File: src/sv/eased_quadratic_bezier_follower_defines.svh
// ----------------------------------------------------------------------------
// Eased quadratic Bezier follower assertion macros
// Shared concurrent assertion forms, clocked on clk and disabled in reset.
// ----------------------------------------------------------------------------
`ifndef EASED_QUADRATIC_BEZIER_FOLLOWER_DEFINES_SVH
`define EASED_QUADRATIC_BEZIER_FOLLOWER_DEFINES_SVH

// Condition that holds at every edge
`define EQBF_CHECK(lbl, cond, msg) \
  lbl: assert property (@(posedge clk) disable iff (rst) (cond)) else $error(msg);

// Consequence in the same cycle
`define EQBF_IMPLY(lbl, ante, cons, msg) \
  lbl: assert property (@(posedge clk) disable iff (rst) (ante) |-> (cons)) else $error(msg);

// Consequence in the next cycle
`define EQBF_IMPLY_NEXT(lbl, ante, cons, msg) \
  lbl: assert property (@(posedge clk) disable iff (rst) (ante) |=> (cons)) else $error(msg);

`endif

File: src/sv/eqbf_pkg.sv
// ----------------------------------------------------------------------------
// Eased quadratic Bezier follower package
// Sequencer states, constants, register indexes and the Q30 root table.
// ----------------------------------------------------------------------------
package eqbf_pkg;

  typedef enum logic [4:0] {
    S_IDLE, S_C, S_DIV, S_DIVEND, S_SS, S_SQ, S_CUBE, S_SEND, S_F,
    S_NORM, S_LOGSQ, S_LOGCHK, S_LG, S_Y, S_POW, S_POWUPD, S_IPOW,
    S_LMUL, S_LADD, S_FIN
  } state_t;

  typedef enum logic [1:0] {PH_C, PH_S1, PH_S2} phase_t;

  localparam int CFG_INDEX_BITS = 3;
  localparam logic [CFG_INDEX_BITS-1:0] REG_CONTROL_POINT   = 3'd0;
  localparam logic [CFG_INDEX_BITS-1:0] REG_END_POINT       = 3'd1;
  localparam logic [CFG_INDEX_BITS-1:0] REG_TRAVEL_DURATION = 3'd2;
  localparam logic [CFG_INDEX_BITS-1:0] REG_EASE_IN_TIME    = 3'd3;
  localparam logic [CFG_INDEX_BITS-1:0] REG_EASE_OUT_TIME   = 3'd4;

  localparam logic [16:0] ONE_Q16       = 17'd65536;
  localparam logic [15:0] EASE_IN_START = 16'd6554;
  localparam logic [15:0] HALF_Q16      = 16'd32768;
  localparam logic [30:0] ONE_Q30       = 31'h4000_0000;

  typedef logic [30:0] root_tab_t [16];

  // Floor square root of a 64-bit value
  function automatic logic [63:0] isqrt64(input logic [63:0] val);
    logic [63:0] v;
    logic [63:0] r;
    logic [63:0] b;
    v = val;
    r = '0;
    b = 64'd1 << 62;
    for (int k = 0; k < 32; k++) begin
      if (v >= r + b) begin
        v = v - (r + b);
        r = (r >> 1) + b;
      end else begin
        r = r >> 1;
      end
      b = b >> 2;
    end
    return r;
  endfunction

  // Factors 2^(-2^-(k+1)) in Q30, each the floor root of the one before
  function automatic root_tab_t build_roots();
    root_tab_t tab;
    logic [63:0] rt;
    rt = 64'd1 << 29;
    for (int k = 0; k < 16; k++) begin
      rt = isqrt64(rt << 30);
      tab[k] = rt[30:0];
    end
    return tab;
  endfunction

  localparam root_tab_t ROOT_Q30 = build_roots();

endpackage

File: src/sv/eqbf_tick_if.sv
// ----------------------------------------------------------------------------
// Eased quadratic Bezier follower channels
// Tick input channel and curve point output channel, valid/ready.
// ----------------------------------------------------------------------------
interface eqbf_tick_if #(
  parameter int COORD_BITS = 16,
  parameter int TIME_BITS  = 32
);
  logic                         valid;
  logic                         ready;
  logic [TIME_BITS-1:0]         time_now;
  logic signed [COORD_BITS-1:0] current_x;
  logic signed [COORD_BITS-1:0] current_y;
  logic signed [COORD_BITS-1:0] current_z;

  modport source(output valid, time_now, current_x, current_y, current_z, input ready);
  modport sink(input valid, time_now, current_x, current_y, current_z, output ready);
endinterface

interface eqbf_point_if #(
  parameter int COORD_BITS = 16
);
  logic                         valid;
  logic                         ready;
  logic signed [COORD_BITS-1:0] curve_x;
  logic signed [COORD_BITS-1:0] curve_y;
  logic signed [COORD_BITS-1:0] curve_z;
  logic                         done_flag;

  modport source(output valid, curve_x, curve_y, curve_z, done_flag, input ready);
  modport sink(input valid, curve_x, curve_y, curve_z, done_flag, output ready);
endinterface

File: src/sv/eased_quadratic_bezier_follower.sv
// ----------------------------------------------------------------------------
// Eased quadratic Bezier follower
// Moves an object along a 3D quadratic Bezier with eased timing, one tick
// item in, one curve point item out.
// ----------------------------------------------------------------------------
// Usage:
//   tick  : time_now (Q16.16) and the object position (Q8.8). The first tick
//           after reset latches the start time and start point.
//   point : curve_x/y/z (Q8.8) and the sticky done_flag.
//   cfg   : write enable, register index and data; write only while idle.
// Flow: one tick at a time through a sequencer around one shared 34x34
//   multiplier and a radix-2 divider. A tick runs up to three 16-step
//   divisions and nine lerp steps; when a fractional power is needed it also
//   runs 16 squarings for the logarithm and 16 root products for the power
//   on the multiplier. tick.ready is high only while the sequencer is idle.
// Reset: synchronous; clears the start and finished state and loads the
//   register defaults (duration 1 s, ease edges 0.5 s, points at origin).
// Stall: the result waits in an output register; the next tick is taken and
//   worked on meanwhile, and it holds in its last step until point is free.
// ----------------------------------------------------------------------------
`include "eased_quadratic_bezier_follower_defines.svh"

module eased_quadratic_bezier_follower
  import eqbf_pkg::*;
#(
  parameter int COORD_BITS = 16,
  parameter int TIME_BITS  = 32
) (
  input  logic clk,
  input  logic rst,
  eqbf_tick_if.sink    tick,
  eqbf_point_if.source point,
  input  logic                      cfg_we,
  input  logic [CFG_INDEX_BITS-1:0] cfg_index,
  input  logic [((3*COORD_BITS > TIME_BITS) ? 3*COORD_BITS : TIME_BITS)-1:0] cfg_data
);

  localparam int CB = COORD_BITS;
  localparam int TB = TIME_BITS;
  localparam int CW = 3 * CB;

  // Packed points keep only the low 64 register bits
  function automatic logic [CW-1:0] keep_mask();
    logic [CW-1:0] m;
    for (int b = 0; b < CW; b++) m[b] = (b < 64);
    return m;
  endfunction
  localparam logic [CW-1:0] KEEP = keep_mask();

  // Configuration registers
  logic [CW-1:0] cp_reg, end_reg;
  logic [TB-1:0] dur, ease_in, ease_out;

  always_ff @(posedge clk) begin
    if (rst) begin
      cp_reg   <= '0;
      end_reg  <= '0;
      dur      <= TB'(ONE_Q16);
      ease_in  <= TB'(HALF_Q16);
      ease_out <= TB'(HALF_Q16);
    end else if (cfg_we) begin
      unique case (cfg_index)
        REG_CONTROL_POINT:   cp_reg   <= cfg_data[CW-1:0] & KEEP;
        REG_END_POINT:       end_reg  <= cfg_data[CW-1:0] & KEEP;
        REG_TRAVEL_DURATION: dur      <= cfg_data[TB-1:0];
        REG_EASE_IN_TIME:    ease_in  <= cfg_data[TB-1:0];
        REG_EASE_OUT_TIME:   ease_out <= cfg_data[TB-1:0];
        default: ;
      endcase
    end
  end

  state_t state, state_next;
  phase_t ph;

  // Tracking state
  logic                 started, finished;
  logic [TB-1:0]        start_time, elapsed;
  logic signed [CB-1:0] st_c [3];

  // Working registers
  logic [16:0]          c, s1, f, t, ival;
  logic [TB-1:0]        rem, dvs;
  logic [15:0]          quot, xn, fr, rbits;
  logic [3:0]           cnt, nsh;
  logic [31:0]          x;
  logic [4:0]           q;
  logic [30:0]          res;
  logic [1:0]           lk, lm;
  logic                 neg;
  logic signed [CB-1:0] la, lb;
  logic signed [CB-1:0] pt [3];
  logic [67:0]          prod;
  logic [33:0]          mul_a, mul_b;

  // Output register
  logic                 out_valid, out_done;
  logic signed [CB-1:0] out_x, out_y, out_z;

  // Unpacked points
  logic signed [CB-1:0] cp_c [3], en_c [3];
  always_comb begin
    for (int k = 0; k < 3; k++) begin
      cp_c[k] = cp_reg[k*CB +: CB];
      en_c[k] = end_reg[k*CB +: CB];
    end
  end

  // Smoothstep setup: spans and the early decisions
  logic [TB-1:0] e0, e1, an, ad;
  logic [TB:0]   n, d, nneg, dneg;
  logic          ss_step, ss_zero, ss_div;
  logic [16:0]   ss_t;
  always_comb begin
    e0   = (ph == PH_S1) ? TB'(EASE_IN_START) : ease_out;
    e1   = (ph == PH_S1) ? ease_in : dur;
    n    = {1'b0, elapsed} - {1'b0, e0};
    d    = {1'b0, e1} - {1'b0, e0};
    nneg = -n;
    dneg = -d;
    an   = n[TB] ? nneg[TB-1:0] : n[TB-1:0];
    ad   = d[TB] ? dneg[TB-1:0] : d[TB-1:0];
    ss_step = (d == '0);
    ss_zero = (n == '0) || (n[TB] != d[TB]);
    ss_div  = !ss_step && !ss_zero && (an < ad);
    if (ss_step)       ss_t = n[TB] ? 17'd0 : ONE_Q16;
    else if (ss_zero)  ss_t = 17'd0;
    else               ss_t = ONE_Q16;
  end

  // Divider step
  logic [TB:0] r2, r2sub;
  logic        ge;
  always_comb begin
    r2    = {rem, 1'b0};
    r2sub = r2 - {1'b0, dvs};
    ge    = (r2 >= {1'b0, dvs});
  end

  // Lerp operands and step
  logic signed [CB-1:0] lop_a, lop_b;
  logic signed [CB:0]   diff;
  logic [CB:0]          mag;
  logic [CB+17:0]       up;
  logic [CB+1:0]        stp, lsum;
  always_comb begin
    unique case (lm)
      2'd0:    begin lop_a = st_c[lk]; lop_b = cp_c[lk]; end
      2'd1:    begin lop_a = cp_c[lk]; lop_b = en_c[lk]; end
      default: begin lop_a = la;       lop_b = lb;       end
    endcase
    diff = (CB+1)'(lop_b) - (CB+1)'(lop_a);
    mag  = diff[CB] ? (CB+1)'(-diff) : diff;
    up   = prod[CB+17:0] + (CB+18)'(65535);
    stp  = neg ? up[CB+17:16] : prod[CB+17:16];
    lsum = neg ? (CB+2)'(lop_a) - stp : (CB+2)'(lop_a) + stp;
  end

  // Other datapath terms
  logic [17:0] cube_k;
  logic [16:0] s_val;
  logic [31:0] xs;
  logic [20:0] lg;
  logic [30:0] pshift;
  logic [4:0]  psh;
  logic        at_end, done_now, fin_go;
  always_comb begin
    cube_k   = 18'd196608 - {t, 1'b0};
    s_val    = prod[48:32];
    xs       = prod[61:30];
    lg       = {5'd1 + 5'(nsh), 16'h0000} - 21'(fr);
    psh      = 5'd14 + q;
    pshift   = res >> psh;
    at_end   = (pt[0] == en_c[0]) && (pt[1] == en_c[1]) && (pt[2] == en_c[2]);
    done_now = finished || at_end || (elapsed >= dur);
    fin_go   = !out_valid || point.ready;
  end

  // Next state
  always_comb begin
    state_next = state;
    unique case (state)
      S_IDLE:   if (tick.valid) state_next = S_C;
      S_C:      state_next = (elapsed >= dur) ? S_SS : S_DIV;
      S_DIV:    if (cnt == 4'd15) state_next = S_DIVEND;
      S_DIVEND: state_next = (ph == PH_C) ? S_SS : S_SQ;
      S_SS:     state_next = ss_div ? S_DIV : S_SQ;
      S_SQ:     state_next = S_CUBE;
      S_CUBE:   state_next = S_SEND;
      S_SEND:   state_next = (ph == PH_S1) ? S_SS : S_F;
      S_F: begin
        if (prod[32:16] == 17'd0 || c == 17'd0 || c[16]) state_next = S_LMUL;
        else state_next = S_NORM;
      end
      S_NORM:   if (xn[15]) state_next = S_LOGSQ;
      S_LOGSQ:  state_next = S_LOGCHK;
      S_LOGCHK: state_next = (cnt == 4'd15) ? S_LG : S_LOGSQ;
      S_LG:     state_next = S_Y;
      S_Y:      state_next = S_POW;
      S_POW:    state_next = S_POWUPD;
      S_POWUPD: state_next = (cnt == 4'd15) ? S_IPOW : S_POW;
      S_IPOW:   state_next = S_LMUL;
      S_LMUL:   state_next = S_LADD;
      S_LADD:   state_next = (lm == 2'd2 && lk == 2'd2) ? S_FIN : S_LMUL;
      S_FIN:    if (fin_go) state_next = S_IDLE;
      default:  state_next = S_IDLE;
    endcase
  end

  // Outputs: handshake and multiplier operands
  always_comb begin
    tick.ready = (state == S_IDLE);
    mul_a = '0;
    mul_b = '0;
    unique case (state)
      S_SQ:     begin mul_a = 34'(t);            mul_b = 34'(t);               end
      S_CUBE:   begin mul_a = prod[33:0];        mul_b = 34'(cube_k);          end
      S_SEND:   begin mul_a = 34'(s1);           mul_b = 34'(ONE_Q16 - s_val); end
      S_LOGSQ:  begin mul_a = 34'(x);            mul_b = 34'(x);               end
      S_LG:     begin mul_a = 34'(lg);           mul_b = 34'(f);               end
      S_POW: begin
        mul_a = 34'(res);
        mul_b = rbits[15] ? 34'(ROOT_Q30[cnt]) : 34'(ONE_Q30);
      end
      S_LMUL:   begin mul_a = 34'(mag);          mul_b = 34'(ival);            end
      default: ;
    endcase
  end

  // Shared multiplier
  always_ff @(posedge clk) prod <= mul_a * mul_b;

  always_ff @(posedge clk) begin
    if (rst) state <= S_IDLE;
    else     state <= state_next;
  end

  // Control and tracking state
  always_ff @(posedge clk) begin
    if (rst) begin
      started    <= 1'b0;
      finished   <= 1'b0;
      out_valid  <= 1'b0;
      start_time <= '0;
      st_c[0]    <= '0;
      st_c[1]    <= '0;
      st_c[2]    <= '0;
    end else begin
      if (state == S_IDLE && tick.valid && !started) begin
        started    <= 1'b1;
        start_time <= tick.time_now;
        st_c[0]    <= tick.current_x;
        st_c[1]    <= tick.current_y;
        st_c[2]    <= tick.current_z;
      end
      if (state == S_FIN && fin_go) begin
        finished  <= done_now;
        out_valid <= 1'b1;
      end else if (point.ready) begin
        out_valid <= 1'b0;
      end
    end
  end

  // Working datapath
  always_ff @(posedge clk) begin
    unique case (state)
      S_IDLE: begin
        elapsed <= started ? tick.time_now - start_time : '0;
        ph      <= PH_C;
      end
      S_C: begin
        cnt  <= '0;
        quot <= '0;
        if (elapsed >= dur) begin
          c  <= ONE_Q16;
          ph <= PH_S1;
        end else begin
          rem <= elapsed;
          dvs <= dur;
        end
      end
      S_DIV: begin
        rem  <= ge ? r2sub[TB-1:0] : r2[TB-1:0];
        quot <= {quot[14:0], ge};
        cnt  <= cnt + 4'd1;
      end
      S_DIVEND: begin
        if (ph == PH_C) begin
          c  <= {1'b0, quot};
          ph <= PH_S1;
        end else begin
          t <= {1'b0, quot};
        end
      end
      S_SS: begin
        t    <= ss_t;
        rem  <= an;
        dvs  <= ad;
        cnt  <= '0;
        quot <= '0;
      end
      S_SEND: begin
        if (ph == PH_S1) begin
          s1 <= s_val;
          ph <= PH_S2;
        end
      end
      S_F: begin
        f    <= prod[32:16];
        ival <= c;
        xn   <= c[15:0];
        nsh  <= '0;
        lk   <= '0;
        lm   <= '0;
      end
      S_NORM: begin
        if (xn[15]) begin
          x   <= {1'b0, xn, 15'h0000};
          fr  <= '0;
          cnt <= '0;
        end else begin
          xn  <= {xn[14:0], 1'b0};
          nsh <= nsh + 4'd1;
        end
      end
      S_LOGCHK: begin
        x   <= xs[31] ? {1'b0, xs[31:1]} : xs;
        fr  <= {fr[14:0], xs[31]};
        cnt <= cnt + 4'd1;
      end
      S_Y: begin
        q     <= prod[36:32];
        rbits <= prod[31:16];
        res   <= ONE_Q30;
        cnt   <= '0;
      end
      S_POWUPD: begin
        res   <= prod[60:30];
        rbits <= {rbits[14:0], 1'b0};
        cnt   <= cnt + 4'd1;
      end
      S_IPOW: begin
        ival <= (pshift > 31'(ONE_Q16)) ? ONE_Q16 : pshift[16:0];
        lk   <= '0;
        lm   <= '0;
      end
      S_LMUL: neg <= diff[CB];
      S_LADD: begin
        unique case (lm)
          2'd0:    la      <= lsum[CB-1:0];
          2'd1:    lb      <= lsum[CB-1:0];
          default: pt[lk]  <= lsum[CB-1:0];
        endcase
        if (lm == 2'd2) begin
          lm <= '0;
          lk <= lk + 2'd1;
        end else begin
          lm <= lm + 2'd1;
        end
      end
      S_FIN: begin
        if (fin_go) begin
          out_x    <= pt[0];
          out_y    <= pt[1];
          out_z    <= pt[2];
          out_done <= done_now;
        end
      end
      default: ;
    endcase
  end

  assign point.valid     = out_valid;
  assign point.curve_x   = out_x;
  assign point.curve_y   = out_y;
  assign point.curve_z   = out_z;
  assign point.done_flag = out_done;

  // Checks
  `EQBF_IMPLY_NEXT(a_accept_busy, tick.valid && tick.ready, state != S_IDLE, "tick taken but sequencer idle")
  `EQBF_IMPLY(a_ival_range, state == S_LMUL, ival <= ONE_Q16, "curve parameter above one")
  `EQBF_CHECK(a_done_sticky, !$fell(finished), "finished flag dropped")
  `EQBF_IMPLY(a_out_done, point.valid, point.done_flag == finished, "done flag out of step")

endmodule

File: src/flat_wrapper.sv
// flat-port wrapper written by rule: the top's interface ports become plain ports
module eased_quadratic_bezier_follower_flat import eqbf_pkg::*;
#(
  parameter int COORD_BITS = 16,
  parameter int TIME_BITS  = 32
)
  (clk, rst, cfg_we, cfg_index, cfg_data, tick_valid, tick_time_now, tick_current_x, tick_current_y, tick_current_z, tick_ready, point_valid, point_curve_x, point_curve_y, point_curve_z, point_done_flag, point_ready);
  eqbf_tick_if #(.COORD_BITS(COORD_BITS), .TIME_BITS(TIME_BITS)) tick_i ();
  eqbf_point_if #(.COORD_BITS(COORD_BITS)) point_i ();
  input  logic clk;
  input  logic rst;
  input  logic cfg_we;
  input  logic [CFG_INDEX_BITS-1:0] cfg_index;
  input  logic [((3*COORD_BITS > TIME_BITS) ? 3*COORD_BITS : TIME_BITS)-1:0] cfg_data;
  input wire logic [$bits(tick_i.valid)-1:0] tick_valid;
  input wire logic [$bits(tick_i.time_now)-1:0] tick_time_now;
  input wire logic [$bits(tick_i.current_x)-1:0] tick_current_x;
  input wire logic [$bits(tick_i.current_y)-1:0] tick_current_y;
  input wire logic [$bits(tick_i.current_z)-1:0] tick_current_z;
  output wire logic [$bits(tick_i.ready)-1:0] tick_ready;
  output wire logic [$bits(point_i.valid)-1:0] point_valid;
  output wire logic [$bits(point_i.curve_x)-1:0] point_curve_x;
  output wire logic [$bits(point_i.curve_y)-1:0] point_curve_y;
  output wire logic [$bits(point_i.curve_z)-1:0] point_curve_z;
  output wire logic [$bits(point_i.done_flag)-1:0] point_done_flag;
  input wire logic [$bits(point_i.ready)-1:0] point_ready;
  assign tick_i.valid = tick_valid;
  assign tick_i.time_now = tick_time_now;
  assign tick_i.current_x = tick_current_x;
  assign tick_i.current_y = tick_current_y;
  assign tick_i.current_z = tick_current_z;
  assign tick_ready = tick_i.ready;
  assign point_valid = point_i.valid;
  assign point_curve_x = point_i.curve_x;
  assign point_curve_y = point_i.curve_y;
  assign point_curve_z = point_i.curve_z;
  assign point_done_flag = point_i.done_flag;
  assign point_i.ready = point_ready;
  eased_quadratic_bezier_follower #(.COORD_BITS(COORD_BITS), .TIME_BITS(TIME_BITS)) u_core (.clk(clk), .rst(rst), .tick(tick_i), .point(point_i), .cfg_we(cfg_we), .cfg_index(cfg_index), .cfg_data(cfg_data));
endmodule
File: config.mk
export PLATFORM = sky130hd
export DESIGN_NAME = eased_quadratic_bezier_follower_flat
export DESIGN_NICKNAME = d
export VERILOG_FILES = /design/src/sv/eqbf_pkg.sv /design/src/sv/eqbf_tick_if.sv /design/src/sv/eased_quadratic_bezier_follower.sv /design/src/flat_wrapper.sv
export VERILOG_INCLUDE_DIRS = /design/src /design/src/sv
export SDC_FILE = /design/constraint.sdc
export NUM_CORES = 2
export LEC_CHECK = 0
export BUFFER_PORTS_ARGS = -buffer_cell sky130_fd_sc_hd__clkbuf_2
export CAP_MARGIN = 15
export CORE_MARGIN = 1.5
export CORE_UTILIZATION = 38
export CTS_BUF_LIST = sky130_fd_sc_hd__clkbuf_8
export CTS_CLUSTER_DIAMETER = 30
export DETAILED_ROUTE_END_ITERATION = 12
export PLACE_DENSITY = 0.54
export SLEW_MARGIN = 20
export SYNTH_ARGS = -nofsm -noshare
export SYNTH_HDL_FRONTEND = slang
export SYNTH_SLANG_ARGS = --single-unit
File: constraint.sdc
create_clock -name clk -period 13.25 [get_ports clk]
set_clock_uncertainty 0.15 [all_clocks]
set_input_delay 2.65 -clock clk [delete_from_list [all_inputs] [get_ports clk]]
set_output_delay 2.65 -clock clk [all_outputs]
set_load 0.01 [all_outputs]
==> flow_summary_export.csv <==
group,metric,value,unit
outcome,status,"completed",
clock_tree,cts_sinks,800,
setup_path,cp.buffers_inverters,6,
setup_path,cp_top_family,"adder cells",
synthesis,seq_area_frac_synth,0.254,
cells_and_area,layout.area.seq,21100,µm²
cells_and_area,layout.nets,11100,
setup_path,cp_max_fo,17,
global_routing,antenna_found_initial,20,
placed_design,place.gp.congestion,0.988,
detailed_routing,drt_iter0_markers,6951,
synthesis,yosysWarnings,0,
die,start_util,0.382,
detailed_routing,routed_wl,296,mm
synthesis,syn_area_per_cell,8.94,µm²
placed_design,dpl.cell_count,12100,
placed_design,dpl_cell_area,87900,µm²
sta,slew_viol_final,0,
detailed_routing,vias,68600,
setup_path,crit_path_end_kind,"register",
clock_tree,clkSlewWorstSetupHoldPaths,0.05,ns
global_routing,grtUsageTotal,0.265,
clock_tree,insertion_delay,0.92,ns
setup_path,cpMaxStageDelayCell,"xnor2_1",
placed_design,dp_hpwl,235,mm
placed_design,portBuffers,186,
cells_and_area,final_util,0.425,
global_routing,grt_pass1_wl,442,mm
synthesis,synthTopCellsByArea,"fa_1, edfxtp_1, nand2_1",
die,num_rows,171,
synthesis,ys.flop_type,"edfxtp_1",
job,maxCapViolations,0,
cells_and_area,syn_to_final_growth,11.4,%
die,die_x,470,µm
sta,relSlewSlack,0.160,
pwr,p_per_area,149,nW/µm²
die,die_area,221000,µm²
global_routing,grt_max_degree,85,
detailed_routing,wl_per_cell,23.7,µm
synthesis,async_reset_ff_frac,0,
setup_path,critPathKind,"reg2reg",
sta,finalSetupViolCount,0,
synthesis,ys_types,114,
clock_tree,cts.htree.levels,4,
cells_and_area,design_area,92200,µm²
detailed_routing,postRouteAntennaNets,0,
global_routing,first_global_vias,68300,
sta,worst_pin_slew,1.26,ns
clock_tree,cts_tree,"yes",
setup_path,cp-start-kind,"register",
cells_and_area,multi_input_area,55600,µm²
detailed_routing,routed_via_density,5.49,
synthesis,synth_largest_area_cell,"fa_1",
pwr,leakagePower,40.3,nW
sta,fin_crit,12.84,ns
cells_and_area,fin_cells,12500,
die,core_area,217000,µm²
setup_path,cp_data_required_time,13.90,ns
synthesis,netlist.area_leader.share,0.244,
cells_and_area,drive_above_1_share,0.0913,
sta,fmax,77.9,MHz
clock_tree,numCtsBuffers,179,
setup_path,slowest_delay,0.64,ns
clock_tree,hold_buffers,0,
sta,hold_viol,0,
synthesis,synth_edf_count,504,
pwr,irDropWorstVdd,0.000140,V
setup_path,arrival,13.49,ns
global_routing,overflow,0,
hold_path,hold_path.class,"reg2reg",
detailed_routing,dr.pass1.iters,9,
synthesis,synth_cells,9260,
cells_and_area,nFillCells,21500,
cells_and_area,largest-register,"u_core.prod",
clock_tree,root_buffer,"clkbuf_8",
clock_tree,clockBufferDepth,3,
die,die_h,470,µm
detailed_routing,drc,0,
synthesis,ys_ff_latch,800,
die,num_io_pins,187,
sta,timing.final.crit_share,0.969,
synthesis,synth_area,82800,µm²
cells_and_area,largest_reg_flops,62,
sta,hold_ws,0.303,ns
setup_path,cpMostUsedCell,"fa_1",
[final timing paths]
| kind | startpoint | end | slack (ns) | depth (start not counted) |
|---|---|---|---|---|
| min reg2reg | u_core.start_time[12] | u_core.start_time[12] | 0.30 | 2 |
| min | u_core.start_time[12] | u_core.start_time[12] | 0.30 | 2 |
| max reg2reg | u_core.lk[0] | u_core.prod[58] | 0.41 | 41 |
| max | u_core.lk[0] | u_core.prod[58] | 0.41 | 41 |
[where the power goes]
part / switching (W) / total, W / internal, W / leakage (nW)
clock: 0.00132 / 0.00316 / 0.00184 / 2.18
combinational: 0.00440 / 0.00699 / 0.00259 / 31.1
sequential: 0.000399 / 0.00359 / 0.00319 / 6.97
total: 0.00612 / 0.0137 / 0.00763 / 40.3
[per-stage QoR]
step / worst slack (ns) / total power, W / TNS (ns)
final: 0.411 / 0.0137 / 0
after global routing: -0.0276 / 0.0147 / -0.0276
after CTS: 0.156 / 0.0137 / 0
after floorplan: 1.40 / 0.00830 / 0
after global placement: 0.238 / 0.0104 / 0
after detailed placement: 0.217 / 0.0105 / 0
[worst min-delay path, stage by stage, from the launching register on]
cell and delay [ns]:
dfxtp_1 0.30, nand2_1 0.05, a21oi_1 0.05
[cell type report]
type                    count  share of cell area
diodes                      2           0.0000543
well taps                2854              0.0387
clock buffers             189              0.0282
multi-input cells        6749               0.603
inverters                1315              0.0535
flip-flops and latches    800               0.228
clock inverters           151              0.0167
repair buffers            426              0.0315
[cell usage in the layout, fill, tap and decap left out, types with 103 or more instances in the layout]
cell,synthesis,layout
nand2_1,1743,1742
inv_1,1311,1341
fa_1,1009,1009
a21oi_1,538,537
edfxtp_1,504,504
ha_1,490,490
nor2_1,441,424
o21ai_0,371,363
and2_1,329,329
dfxtp_1,296,295
xnor2_1,231,231
buf_4,2,223
clkbuf_8,0,189
clkbuf_2,0,185
mux2i_1,119,119
xor2_1,118,115
a21o_1,111,111
nand3_1,104,103
[per-layer routing]
layer  wire (µm)  vias up  part of all wire  track usage
met5          70        -           0.00024            0
met4       10800       10             0.036       0.0871
li1            -    30600                 -            -
met3       27800      513             0.094       0.0555
met2      126000     3089              0.43        0.395
met1      131000    34300              0.44        0.383
[kinds of logic (layout without fill, tap and decap cells)]
kind of cell,count (synthesis),after routing,share of synthesized area
AO/OA/AOI/OAI,1567,1567,0.119
XOR/XNOR,350,350,0.0371
adder cells (fa/ha/maj),1501,1501,0.318
buffers and inverters,1781,2081,0.0816
flip-flops,800,800,0.254
multiplexers,155,155,0.0211
other,2,74,0.0000907
AND/OR/NAND/NOR,3104,3104,0.168
[synthesized netlist by cell type, types with 104 or more instances]
library cell	count
nand2_1	1743
inv_1	1311
fa_1	1009
a21oi_1	538
edfxtp_1	504
ha_1	490
nor2_1	441
clkbuf_1	414
o21ai_0	371
and2_1	329
dfxtp_1	296
xnor2_1	231
mux2i_1	119
xor2_1	118
a21o_1	111
nand3_1	104
[repair_timing]
action / CTS / global route
endpoints found under the setup margin: 0 / 13
gates resized for setup: 0 / 20
buffers inserted: 0 / 3
Note: power is estimated with default switching activity, not from simulation.
